**src/design/bnf_pkg.sv**
```systemverilog
package bnf_pkg;

    // Operation codes carried by the func field of an input item.
    typedef enum logic [1:0] {
        FUNC_CLEAR   = 2'd0,
        FUNC_CHECK   = 2'd1,
        FUNC_INSERT  = 2'd2,
        FUNC_COMPACT = 2'd3
    } t_func;

    localparam int SCORE_BITS    = 16;
    localparam int THR_BITS      = 16;
    localparam int APB_ADDR_BITS = 3;
    localparam int APB_DATA_BITS = 32;

    // Register index is paddr[2]; only index zero exists.
    localparam logic REG_THR = 1'b0;

    localparam logic [THR_BITS-1:0] THR_RESET = 16'h8000;

endpackage

```
**src/design/box_nms_filter_top.sv**
```systemverilog
// A check or insert item walks the stored entries until the table ends or it is
// suppressed; a clear goes straight to its result and a compact sweeps the table once.
// Throughput: one item at a time; the entry walk reads one table slot per cycle from the
// box and score memories, so the number of stored entries sets the length of the walk.
// Reset (synchronous, active low) empties the table, sets the threshold to one half and
// drops any pending result; the memory contents are not cleared.
module box_nms_filter_top #(
    parameter int TABLE_DEPTH = 16,
    parameter int COORD_BITS  = 12
) (
    input  logic                                    i_clk,
    input  logic                                    i_rst_n,
    input  logic                                    psel,
    input  logic                                    penable,
    input  logic                                    pwrite,
    input  logic [bnf_pkg::APB_ADDR_BITS-1:0]       paddr,
    input  logic [bnf_pkg::APB_DATA_BITS-1:0]       pwdata,
    output logic [bnf_pkg::APB_DATA_BITS-1:0]       prdata,
    output logic                                    pready,
    input  logic                                    i_in_valid,
    output logic                                    o_in_ready,
    input  bnf_pkg::t_func                          i_func,
    input  logic signed [COORD_BITS-1:0]            i_left_x,
    input  logic signed [COORD_BITS-1:0]            i_top_y,
    input  logic signed [COORD_BITS-1:0]            i_right_x,
    input  logic signed [COORD_BITS-1:0]            i_bottom_y,
    input  logic [bnf_pkg::SCORE_BITS-1:0]          i_score,
    input  logic                                    i_respect_score,
    input  logic                                    i_skip_enable,
    input  logic [$clog2(TABLE_DEPTH)-1:0]          i_skip_slot,
    output logic                                    o_out_valid,
    input  logic                                    i_out_ready,
    output logic                                    o_suppressed,
    output logic [$clog2(TABLE_DEPTH+1)-1:0]        o_demoted_count,
    output logic                                    o_inserted,
    output logic                                    o_overflow,
    output logic [$clog2(TABLE_DEPTH+1)-1:0]        o_entry_count
);
    import bnf_pkg::*;

    localparam int IDX_W = $clog2(TABLE_DEPTH);
    localparam int CNT_W = $clog2(TABLE_DEPTH + 1);
    localparam int CW    = 4 * COORD_BITS;      // one stored box: left, top, right, bottom
    localparam int DW    = COORD_BITS + 2;      // signed overlap extent before clamping
    localparam int WB    = COORD_BITS + 1;      // clamped extent and box side difference
    localparam int AW    = 2 * COORD_BITS + 2;  // signed area and unsigned intersection
    localparam int UW    = 2 * COORD_BITS + 3;  // signed union
    localparam int PW    = 2 * COORD_BITS + 18; // cross-multiplied compare width

    localparam logic [CNT_W-1:0]     DEPTH_C = CNT_W'(TABLE_DEPTH);
    localparam logic signed [DW-1:0] D_ONE   = DW'(1);

    typedef enum logic [2:0] {
        S_IDLE,
        S_WALK,
        S_COMPACT,
        S_FINISH,
        S_RESULT
    } t_state;

    // Control state
    t_state               r_state;
    logic [THR_BITS-1:0]  r_thr;
    logic [CNT_W-1:0]     r_count;
    logic [CNT_W-1:0]     r_issue;
    logic [CNT_W-1:0]     r_wr_j;
    logic                 r_supp;
    logic [CNT_W-1:0]     r_dem;
    logic                 r_res_ins;
    logic                 r_res_ovf;
    logic                 r_p0_v, r_p1_v, r_p2_v, r_p3_v, r_p4_v;

    // Registered result
    logic                 r_o_valid;
    logic                 r_o_supp;
    logic [CNT_W-1:0]     r_o_dem;
    logic                 r_o_ins;
    logic                 r_o_ovf;
    logic [CNT_W-1:0]     r_o_cnt;

    // Latched candidate
    t_func                      r_func;
    logic signed [COORD_BITS-1:0] r_cl, r_ct, r_cr, r_cb;
    logic signed [WB-1:0]       r_cdx, r_cdy;
    logic signed [AW-1:0]       r_a1;
    logic [SCORE_BITS-1:0]      r_cscore;
    logic                       r_respect;
    logic                       r_skip_en;
    logic [IDX_W-1:0]           r_skip;

    // Walk pipeline payload
    logic [IDX_W-1:0]           r_p0_idx, r_p1_idx, r_p2_idx, r_p3_idx, r_p4_idx;
    logic [SCORE_BITS-1:0]      r_p1_sc, r_p2_sc, r_p3_sc, r_p4_sc;
    logic [WB-1:0]              r_p1_w, r_p1_h;
    logic signed [WB-1:0]       r_p1_dx, r_p1_dy;
    logic [AW-1:0]              r_p2_inter, r_p3_inter, r_p4_inter;
    logic signed [AW-1:0]       r_p2_a2;
    logic signed [UW-1:0]       r_p3_uni;
    logic [PW-1:0]              r_p4_rhs;
    logic                       r_p4_upos, r_p4_uzero;

    // Memories and their registered read data
    logic [CW-1:0]              mem_box [TABLE_DEPTH];
    logic [SCORE_BITS-1:0]      mem_sc  [TABLE_DEPTH];
    logic [CW-1:0]              r_bq;
    logic [SCORE_BITS-1:0]      r_sq;

    logic                       in_xfer;
    logic                       cfg_wr;
    logic                       issue_go;
    logic                       skip_hit;
    logic                       pipe_busy;
    logic [IDX_W-1:0]           rd_addr;
    logic [IDX_W-1:0]           wr_addr;
    logic                       box_we, sc_we;
    logic [CW-1:0]              box_wd;
    logic [SCORE_BITS-1:0]      sc_wd;
    logic                       compact_keep;
    logic                       self_zero, do_insert, want_ovf;

    logic signed [COORD_BITS-1:0] q_l, q_t, q_r, q_b;
    logic signed [COORD_BITS-1:0] mn_r, mx_l, mn_b, mx_t;
    logic signed [DW-1:0]       w_raw, h_raw;
    logic [WB-1:0]              w_clip, h_clip;
    logic signed [WB-1:0]       q_dx, q_dy;
    logic signed [AW:0]         inter_s;
    logic signed [UW-1:0]       uni;
    logic [PW-1:0]              lhs;
    logic                       ovl, hit, demote, supp_now;

    // ------------------------------------------------------------------
    // Handshakes and configuration port
    // ------------------------------------------------------------------
    assign o_in_ready = (r_state == S_IDLE);
    assign in_xfer    = i_in_valid && o_in_ready;
    assign pready     = 1'b1;
    assign cfg_wr     = psel && penable && pwrite && (paddr[APB_ADDR_BITS-1] == REG_THR);
    assign prdata     = (paddr[APB_ADDR_BITS-1] == REG_THR)
                        ? {{(APB_DATA_BITS-THR_BITS){1'b0}}, r_thr} : '0;

    assign o_out_valid     = r_o_valid;
    assign o_suppressed    = r_o_supp;
    assign o_demoted_count = r_o_dem;
    assign o_inserted      = r_o_ins;
    assign o_overflow      = r_o_ovf;
    assign o_entry_count   = r_o_cnt;

    // ------------------------------------------------------------------
    // Read issue. One slot is read per cycle in both the check walk and the
    // compaction sweep. The candidate's own slot is read but never marked
    // valid, so it drops out of the comparison pipeline.
    // ------------------------------------------------------------------
    assign rd_addr   = r_issue[IDX_W-1:0];
    assign skip_hit  = r_skip_en && (CNT_W'(r_skip) == r_issue);
    assign issue_go  = ((r_state == S_WALK) || (r_state == S_COMPACT))
                       && (r_issue < r_count) && !r_supp && !supp_now;
    assign pipe_busy = r_p0_v || r_p1_v || r_p2_v || r_p3_v || r_p4_v;

    // ------------------------------------------------------------------
    // Stage 1: overlap extents from the stored box and the candidate.
    // The intersection counts one extra pixel per side; areas do not.
    // ------------------------------------------------------------------
    always_comb begin
        q_l    = signed'(r_bq[CW-1 -: COORD_BITS]);
        q_t    = signed'(r_bq[3*COORD_BITS-1 -: COORD_BITS]);
        q_r    = signed'(r_bq[2*COORD_BITS-1 -: COORD_BITS]);
        q_b    = signed'(r_bq[COORD_BITS-1:0]);
        mn_r   = (r_cr < q_r) ? r_cr : q_r;
        mx_l   = (r_cl > q_l) ? r_cl : q_l;
        mn_b   = (r_cb < q_b) ? r_cb : q_b;
        mx_t   = (r_ct > q_t) ? r_ct : q_t;
        w_raw  = DW'(mn_r) - DW'(mx_l) + D_ONE;
        h_raw  = DW'(mn_b) - DW'(mx_t) + D_ONE;
        w_clip = w_raw[DW-1] ? '0 : w_raw[WB-1:0];
        h_clip = h_raw[DW-1] ? '0 : h_raw[WB-1:0];
        q_dx   = WB'(q_r) - WB'(q_l);
        q_dy   = WB'(q_b) - WB'(q_t);
    end

    // Stage 3: union = area(candidate) + area(stored) - intersection.
    always_comb begin
        inter_s = signed'({1'b0, r_p2_inter});
        uni     = UW'(r_a1) + UW'(r_p2_a2) - UW'(inter_s);
    end

    // ------------------------------------------------------------------
    // Decision at the end of the pipeline. A positive union uses the
    // cross-multiplied threshold test; a zero union overlaps when there is
    // any intersection; a negative union overlaps only with no intersection
    // and a zero threshold.
    // ------------------------------------------------------------------
    always_comb begin
        lhs = {r_p4_inter, {THR_BITS{1'b0}}};
        if (r_p4_upos) begin
            ovl = (lhs >= r_p4_rhs);
        end else if (r_p4_uzero) begin
            ovl = (r_p4_inter != '0);
        end else begin
            ovl = (r_p4_inter == '0) && (r_thr == '0);
        end
        hit      = r_p4_v && ovl;
        demote   = hit && r_respect && (r_cscore > r_p4_sc);
        supp_now = hit && !demote;
    end

    // End-of-walk actions. A suppressed candidate zeroes its own slot; a
    // survivor of an insert operation is appended unless the table is full.
    assign self_zero    = r_supp && r_skip_en && (CNT_W'(r_skip) < r_count);
    assign do_insert    = (r_func == FUNC_INSERT) && !r_supp && (r_count < DEPTH_C);
    assign want_ovf     = (r_func == FUNC_INSERT) && !r_supp && (r_count >= DEPTH_C);
    assign compact_keep = r_p0_v && (r_sq != '0);

    // Memory write port selection: demotions during the walk, kept entries
    // during compaction, and the single closing write of a check or an insert.
    always_comb begin
        box_we  = 1'b0;
        sc_we   = 1'b0;
        wr_addr = r_wr_j[IDX_W-1:0];
        box_wd  = r_bq;
        sc_wd   = r_sq;
        case (r_state)
            S_WALK: begin
                if (demote) begin
                    sc_we   = 1'b1;
                    wr_addr = r_p4_idx;
                    sc_wd   = '0;
                end
            end
            S_COMPACT: begin
                if (compact_keep) begin
                    box_we = 1'b1;
                    sc_we  = 1'b1;
                end
            end
            S_FINISH: begin
                if (self_zero) begin
                    sc_we   = 1'b1;
                    wr_addr = r_skip;
                    sc_wd   = '0;
                end else if (do_insert) begin
                    box_we  = 1'b1;
                    sc_we   = 1'b1;
                    wr_addr = r_count[IDX_W-1:0];
                    box_wd  = {r_cl, r_ct, r_cr, r_cb};
                    sc_wd   = r_cscore;
                end
            end
            default: begin
            end
        endcase
    end

    // ------------------------------------------------------------------
    // Box and score memories with registered read data. Within a walk a
    // demotion write always targets an earlier slot than the slot being
    // read, and a compaction write never passes the read pointer, so no
    // forwarding is needed.
    // ------------------------------------------------------------------
    always_ff @(posedge i_clk) begin
        if (box_we) begin
            mem_box[wr_addr] <= box_wd;
        end
        r_bq <= mem_box[rd_addr];
    end

    always_ff @(posedge i_clk) begin
        if (sc_we) begin
            mem_sc[wr_addr] <= sc_wd;
        end
        r_sq <= mem_sc[rd_addr];
    end

    // ------------------------------------------------------------------
    // Candidate latch and comparison pipeline datapath.
    // ------------------------------------------------------------------
    always_ff @(posedge i_clk) begin
        if (in_xfer) begin
            r_func    <= i_func;
            r_cl      <= i_left_x;
            r_ct      <= i_top_y;
            r_cr      <= i_right_x;
            r_cb      <= i_bottom_y;
            r_cdx     <= WB'(i_right_x) - WB'(i_left_x);
            r_cdy     <= WB'(i_bottom_y) - WB'(i_top_y);
            r_cscore  <= i_score;
            r_respect <= i_respect_score;
            r_skip_en <= i_skip_enable;
            r_skip    <= i_skip_slot;
        end
        // The candidate area is registered from the latched sides, well before
        // the first entry reaches stage 3.
        r_a1 <= AW'(r_cdx) * AW'(r_cdy);

        r_p0_idx <= rd_addr;

        r_p1_idx <= r_p0_idx;
        r_p1_sc  <= r_sq;
        r_p1_w   <= w_clip;
        r_p1_h   <= h_clip;
        r_p1_dx  <= q_dx;
        r_p1_dy  <= q_dy;

        r_p2_idx   <= r_p1_idx;
        r_p2_sc    <= r_p1_sc;
        r_p2_inter <= AW'(r_p1_w) * AW'(r_p1_h);
        r_p2_a2    <= AW'(r_p1_dx) * AW'(r_p1_dy);

        r_p3_idx   <= r_p2_idx;
        r_p3_sc    <= r_p2_sc;
        r_p3_inter <= r_p2_inter;
        r_p3_uni   <= uni;

        r_p4_idx   <= r_p3_idx;
        r_p4_sc    <= r_p3_sc;
        r_p4_inter <= r_p3_inter;
        r_p4_rhs   <= PW'(r_thr) * PW'(r_p3_uni[UW-2:0]);
        r_p4_upos  <= !r_p3_uni[UW-1] && (r_p3_uni != '0);
        r_p4_uzero <= (r_p3_uni == '0);
    end

    // ------------------------------------------------------------------
    // Sequencer: state, counters, pipeline valid bits and registered result.
    // ------------------------------------------------------------------
    always_ff @(posedge i_clk) begin
        if (!i_rst_n) begin
            r_state   <= S_IDLE;
            r_thr     <= THR_RESET;
            r_count   <= '0;
            r_issue   <= '0;
            r_wr_j    <= '0;
            r_supp    <= 1'b0;
            r_dem     <= '0;
            r_res_ins <= 1'b0;
            r_res_ovf <= 1'b0;
            r_p0_v    <= 1'b0;
            r_p1_v    <= 1'b0;
            r_p2_v    <= 1'b0;
            r_p3_v    <= 1'b0;
            r_p4_v    <= 1'b0;
            r_o_valid <= 1'b0;
            r_o_supp  <= 1'b0;
            r_o_dem   <= '0;
            r_o_ins   <= 1'b0;
            r_o_ovf   <= 1'b0;
            r_o_cnt   <= '0;
        end else begin
            if (cfg_wr) begin
                r_thr <= pwdata[THR_BITS-1:0];
            end

            if (r_o_valid && i_out_ready) begin
                r_o_valid <= 1'b0;
            end

            // A suppression flushes entries that were read past it.
            r_p0_v <= issue_go && !((r_state == S_WALK) && skip_hit);
            r_p1_v <= r_p0_v && (r_state == S_WALK) && !supp_now;
            r_p2_v <= r_p1_v && !supp_now;
            r_p3_v <= r_p2_v && !supp_now;
            r_p4_v <= r_p3_v && !supp_now;

            if (issue_go) begin
                r_issue <= r_issue + 1'b1;
            end

            case (r_state)
                S_IDLE: begin
                    if (in_xfer) begin
                        r_issue   <= '0;
                        r_wr_j    <= '0;
                        r_supp    <= 1'b0;
                        r_dem     <= '0;
                        r_res_ins <= 1'b0;
                        r_res_ovf <= 1'b0;
                        case (i_func)
                            FUNC_CLEAR: begin
                                r_count <= '0;
                                r_state <= S_RESULT;
                            end
                            FUNC_COMPACT: begin
                                r_state <= S_COMPACT;
                            end
                            default: begin
                                r_state <= S_WALK;
                            end
                        endcase
                    end
                end
                S_WALK: begin
                    if (supp_now) begin
                        r_supp <= 1'b1;
                    end
                    if (demote && (r_p4_sc != '0)) begin
                        r_dem <= r_dem + 1'b1;
                    end
                    if (((r_issue >= r_count) || r_supp) && !pipe_busy) begin
                        r_state <= S_FINISH;
                    end
                end
                S_COMPACT: begin
                    if (compact_keep) begin
                        r_wr_j <= r_wr_j + 1'b1;
                    end
                    if ((r_issue >= r_count) && !r_p0_v) begin
                        r_count <= r_wr_j;
                        r_state <= S_RESULT;
                    end
                end
                S_FINISH: begin
                    r_res_ins <= do_insert;
                    r_res_ovf <= want_ovf;
                    if (do_insert) begin
                        r_count <= r_count + 1'b1;
                    end
                    r_state <= S_RESULT;
                end
                S_RESULT: begin
                    // The result register frees up when its transfer completes.
                    if (!r_o_valid || i_out_ready) begin
                        r_o_valid <= 1'b1;
                        r_o_supp  <= r_supp;
                        r_o_dem   <= r_dem;
                        r_o_ins   <= r_res_ins;
                        r_o_ovf   <= r_res_ovf;
                        r_o_cnt   <= r_count;
                        r_state   <= S_IDLE;
                    end
                end
                default: begin
                    r_state <= S_IDLE;
                end
            endcase
        end
    end

endmodule

```
**config.mk**
```make
export PLATFORM = sky130hd
export DESIGN_NAME = box_nms_filter_top
export DESIGN_NICKNAME = d
export VERILOG_FILES = /design/src/design/bnf_pkg.sv /design/src/design/box_nms_filter_top.sv
export SDC_FILE = /design/constraint.sdc
export NUM_CORES = 2
export LEC_CHECK = 0
export ABC_AREA = 1
export BUFFER_PORTS_ARGS = -buffer_cell sky130_fd_sc_hd__buf_2
export CAP_MARGIN = 20
export CORE_UTILIZATION = 50
export CTS_CLUSTER_DIAMETER = 60
export DETAILED_ROUTE_END_ITERATION = 8
export PLACE_DENSITY = 0.68
export RECOVER_POWER = 50
export SYNTH_ARGS = -nofsm -noshare
export SYNTH_HDL_FRONTEND = slang
export SYNTH_SLANG_ARGS = --single-unit
```
**constraint.sdc**
```tcl
create_clock -name i_clk -period 5.95 [get_ports i_clk]
set_clock_uncertainty 0.2 [all_clocks]
set_input_delay 0.595 -clock i_clk [delete_from_list [all_inputs] [get_ports i_clk]]
set_output_delay 0.595 -clock i_clk [all_outputs]
set_load 0.01 [all_outputs]
```
==> flow_metrics.env <==
export IMPL_max_stage_delay_ns=0.56
export IMPL_clock_sinks=1584
export IMPL_layout_core_utilization_pct=57.7
export IMPL_routed_wl_um=246000
export IMPL_gp_congestion=0.932
export IMPL_ys_warn_count=0
export IMPL_wl_per_cell_um=19.7
export IMPL_rows=159
export IMPL_coreArea_um2=188000
export IMPL_synthSimpleGateAreaFrac_pct=11.4
export IMPL_synth_mux_area_share_pct=0
export IMPL_cts_buffers=170
export IMPL_portBuffers=126
export IMPL_hold_class="reg -> reg"
export IMPL_syn_cell_area_um2=95200
export IMPL_startpoint="r_p3_uni[17]"
export IMPL_async_flop_share_pct=0
export IMPL_ys_seq_elements=1584
export IMPL_drc=0
export IMPL_track_usage_pct=25.6
export IMPL_die_area_um2=192000
export IMPL_fin_ws_ns=0.142
export IMPL_finalSetupViolCount=0
export IMPL_crit_slowest_cell="fa_1"
export IMPL_synth_xor_area_share_pct=1.76
export IMPL_crit_fanout=10
export IMPL_vias=67400
export IMPL_fin_nets=11300
export IMPL_synth_top_family_by_area="adder cells"
export IMPL_grt_max_degree=200
export IMPL_insertion_delay_ns=0.85
export IMPL_reg2reg_slack_ns=0.14
export IMPL_worst_pin_slew_ns=3.87
export IMPL_drt_pass1_iter_count=6
export IMPL_max_cap_violations=3
export IMPL_synthFlopType="edfxtp_1"
export IMPL_syn_avg_cell_area_um2=10.1
export IMPL_crit_type="reg -> reg"
export IMPL_fmax_mhz=172
export IMPL_ys_types=62
export IMPL_cp_required_ns=6.51
export IMPL_globalRoute_totalOverflow=0
export IMPL_reg2reg_from="r_p3_uni[17]"
export IMPL_root_buffer="clkbuf_16"
export IMPL_initial_utilization_pct=50.5
export IMPL_drv_slew=273
export IMPL_cts_tree="built"
export IMPL_fin_crit_sh_pct=97.6
export IMPL_cts_max_level=4
export IMPL_synthAdderAreaFrac_pct=24.2
export IMPL_run_status="finished with violations"
export IMPL_grt_pass1_vias=68600
export IMPL_drive_gt1_share_pct=10.1
export IMPL_endpoint="r_p4_rhs[30]"
export IMPL_via_per_inst=5.39
export IMPL_rsz0062_at_grt="true"
export IMPL_syn_inst=9455
export IMPL_synth_compound_area_share_pct=8.90
export IMPL_detail_route_antenna_nets=0
export IMPL_period_minus_slack_ns=5.81
export IMPL_hold_violations=0
export IMPL_syn2layout_area_growth_pct=14.3
export IMPL_violations="max-capacitance violations, max-slew violations"
export IMPL_pre_cts_ws_ns=-0.245
export IMPL_relSlewSlack_pct=-158
export IMPL_cp_arrival_ns=6.37
export IMPL_synth_edf_count=1122
export IMPL_io_pins=162
export IMPL_hold_ws_ns=0.120
export IMPL_clk_pin_slew_ns=0.06
export IMPL_startpoint_type="flop"
export IMPL_place_area_um2=101000
export IMPL_clockBufferDepth=3
export IMPL_critPathCaptureType="flop"
export IMPL_drtIter0Drc=5197
export IMPL_antenna_found_initial=3
export IMPL_path_cells="buf_12 > buf_4 > nand2_1 > inv_1 > fa_1 > inv_1 > fa_2 > fa_1 > inv_1 > fa_1 > fa_1 > inv_1 > fa_1 > inv_1 > ha_4 > nand2_1 > buf_4 > o21ai_0 > a21oi_1 > nand2_1 > a21oi_2 > buf_4 > o211ai_1 > xor2_1"
export IMPL_dp_hpwl_um=170000
export IMPL_r2r_cells=24
export IMPL_ys_seq_area_share_pct=45.1
export IMPL_grt_pass1_wl_um=383000
export IMPL_die_y_um=438
export IMPL_r2r_end="r_p4_rhs[30]"
export IMPL_chipWidth_um=438
export IMPL_postLayoutCellArea_um2=109000
==> cell usage after synthesis (6+ instances only) <==
| cell | n | share of area (%) |
|---|---|---|
| buf_2 | 22 | 0.12 |
| edfxtp_1 | 1122 | 35 |
| inv_1 | 1691 | 6.7 |
| and2_1 | 6 | 0.039 |
| xnor2_1 | 72 | 0.66 |
| a21boi_0 | 8 | 0.063 |
| ha_1 | 545 | 7.2 |
| o211ai_1 | 47 | 0.37 |
| nor4_1 | 16 | 0.11 |
| o22ai_1 | 154 | 1.0 |
| a21o_1 | 20 | 0.16 |
| dfxtp_1 | 462 | 9.7 |
| a211oi_1 | 8 | 0.063 |
| nor2_1 | 782 | 3.1 |
| buf_4 | 19 | 0.15 |
| nor3b_1 | 7 | 0.055 |
| o21a_1 | 11 | 0.087 |
| o21ai_1 | 7 | 0.037 |
| or2_2 | 32 | 0.21 |
| a31oi_1 | 21 | 0.14 |
| fa_1 | 812 | 17 |
| o21ai_0 | 759 | 4.0 |
| a21oi_1 | 294 | 1.5 |
| buf_1 | 36 | 0.14 |
| clkbuf_1 | 360 | 1.4 |
| nand2_2 | 6 | 0.039 |
| o21bai_1 | 12 | 0.095 |
| nand3_1 | 197 | 1.0 |
| nand2_1 | 1549 | 6.1 |
| nand4_1 | 40 | 0.26 |
| xor2_1 | 119 | 1.1 |
| a32oi_1 | 6 | 0.055 |
| o221ai_1 | 113 | 1.0 |
| nor3_1 | 26 | 0.14 |
| inv_2 | 11 | 0.043 |
==> worst max-delay path, delay by kind of cell (launching register included) <==
family	cells	cell delay (ns)
AO/OA/AOI/OAI	4	0.69
adder cells (fa/ha/maj)	7	3.21
AND/OR/NAND/NOR	3	0.25
buffers and inverters	9	0.90
XOR/XNOR	1	0.15
flip-flops	1	0.33
==> cells in the final DEF (no fill, tap or decap), types with 195 or more instances in the layout <==
cell	instances
inv_1	1672
nand2_1	1529
edfxtp_1	1122
fa_1	801
nor2_1	754
o21ai_0	734
ha_1	529
dfxtp_1	421
buf_4	361
a21oi_1	280
nand3_1	195
==> cell families after synthesis <==
logic type / Yosys count
AOI/OAI and AO/OA: 1486
xor gates and xnor gates: 191
adders and majority gates: 1357
buffers and inverters: 2145
DFF: 1584
other: 2
and+or+nand+nor: 2690
==> metrics by stage <==
| stage | std cells | setup TNS (ns) |
|---|---|---|
| 2_1_floorplan | 9470 | 0 |
| 3_3_place_gp | 12000 | -1.60 |
| 3_5_place_dp | 12000 | -2.09 |
| 4_1_cts | 12500 | 0 |
| 5_1_grt | 12500 | -0.373 |
| 6_report | 12500 | 0 |
==> registers in the layout (all words and copies together) (netlist names), 26 cells and up <==
register    flops
r_p4_rhs       42
r_p4_inter     26
r_p2_inter     26
r_p3_uni       27
r_bq           48
r_p3_inter     26
r_a1           26
mem_box       768
r_p2_a2        26
mem_sc        256
==> final cells by class <==
type / count / area (um^2)
antenna: 3 / 7.51
clock buffer: 229 / 4820
clock inverter: 91 / 1110
fill: 15500 / 79600
inverter: 1704 / 6410
multi-input combinational: 5741 / 44700
sequential: 1584 / 43000
tap: 2495 / 3120
timing repair buffer: 657 / 5520
==> how the worst min path moves through the flow <==
stage / startpoint / end / cells after the start
after floorplan: r_p0_idx[0] / r_p1_idx[0] / 0
after global placement: r_p2_sc[9] / r_p3_sc[9] / 0
after detailed placement: r_p3_sc[2] / r_p4_sc[2] / 0
after CTS: r_p3_inter[17] / r_p4_inter[17] / 0
after global routing: r_p3_inter[19] / r_p4_inter[19] / 0
final: r_p3_inter[17] / r_p4_inter[17] / 0
==> per-layer routing <==
layer,part of all wire (%),global-route usage [%]
met4,5.0,11.8
met5,0,0
met1,40,32.7
met2,49,43.3
met3,6.3,3.34
==> what timing repair did <==
| action | in CTS | in global routing |
|---|---|---|
| gates resized for setup | 23 | 177 |
| hold buffers | 92 | 0 |
| gates cloned | 0 | 4 |
| endpoints found under the setup margin | 18 | 33 |
| hold endpoints to repair | 92 | 0 |
| pin swaps | 4 | 50 |
| buffers inserted | 2 | 24 |
Power is not shown: default switching activity piles up to over one toggle a cycle in this logic, so the estimate is an artifact.
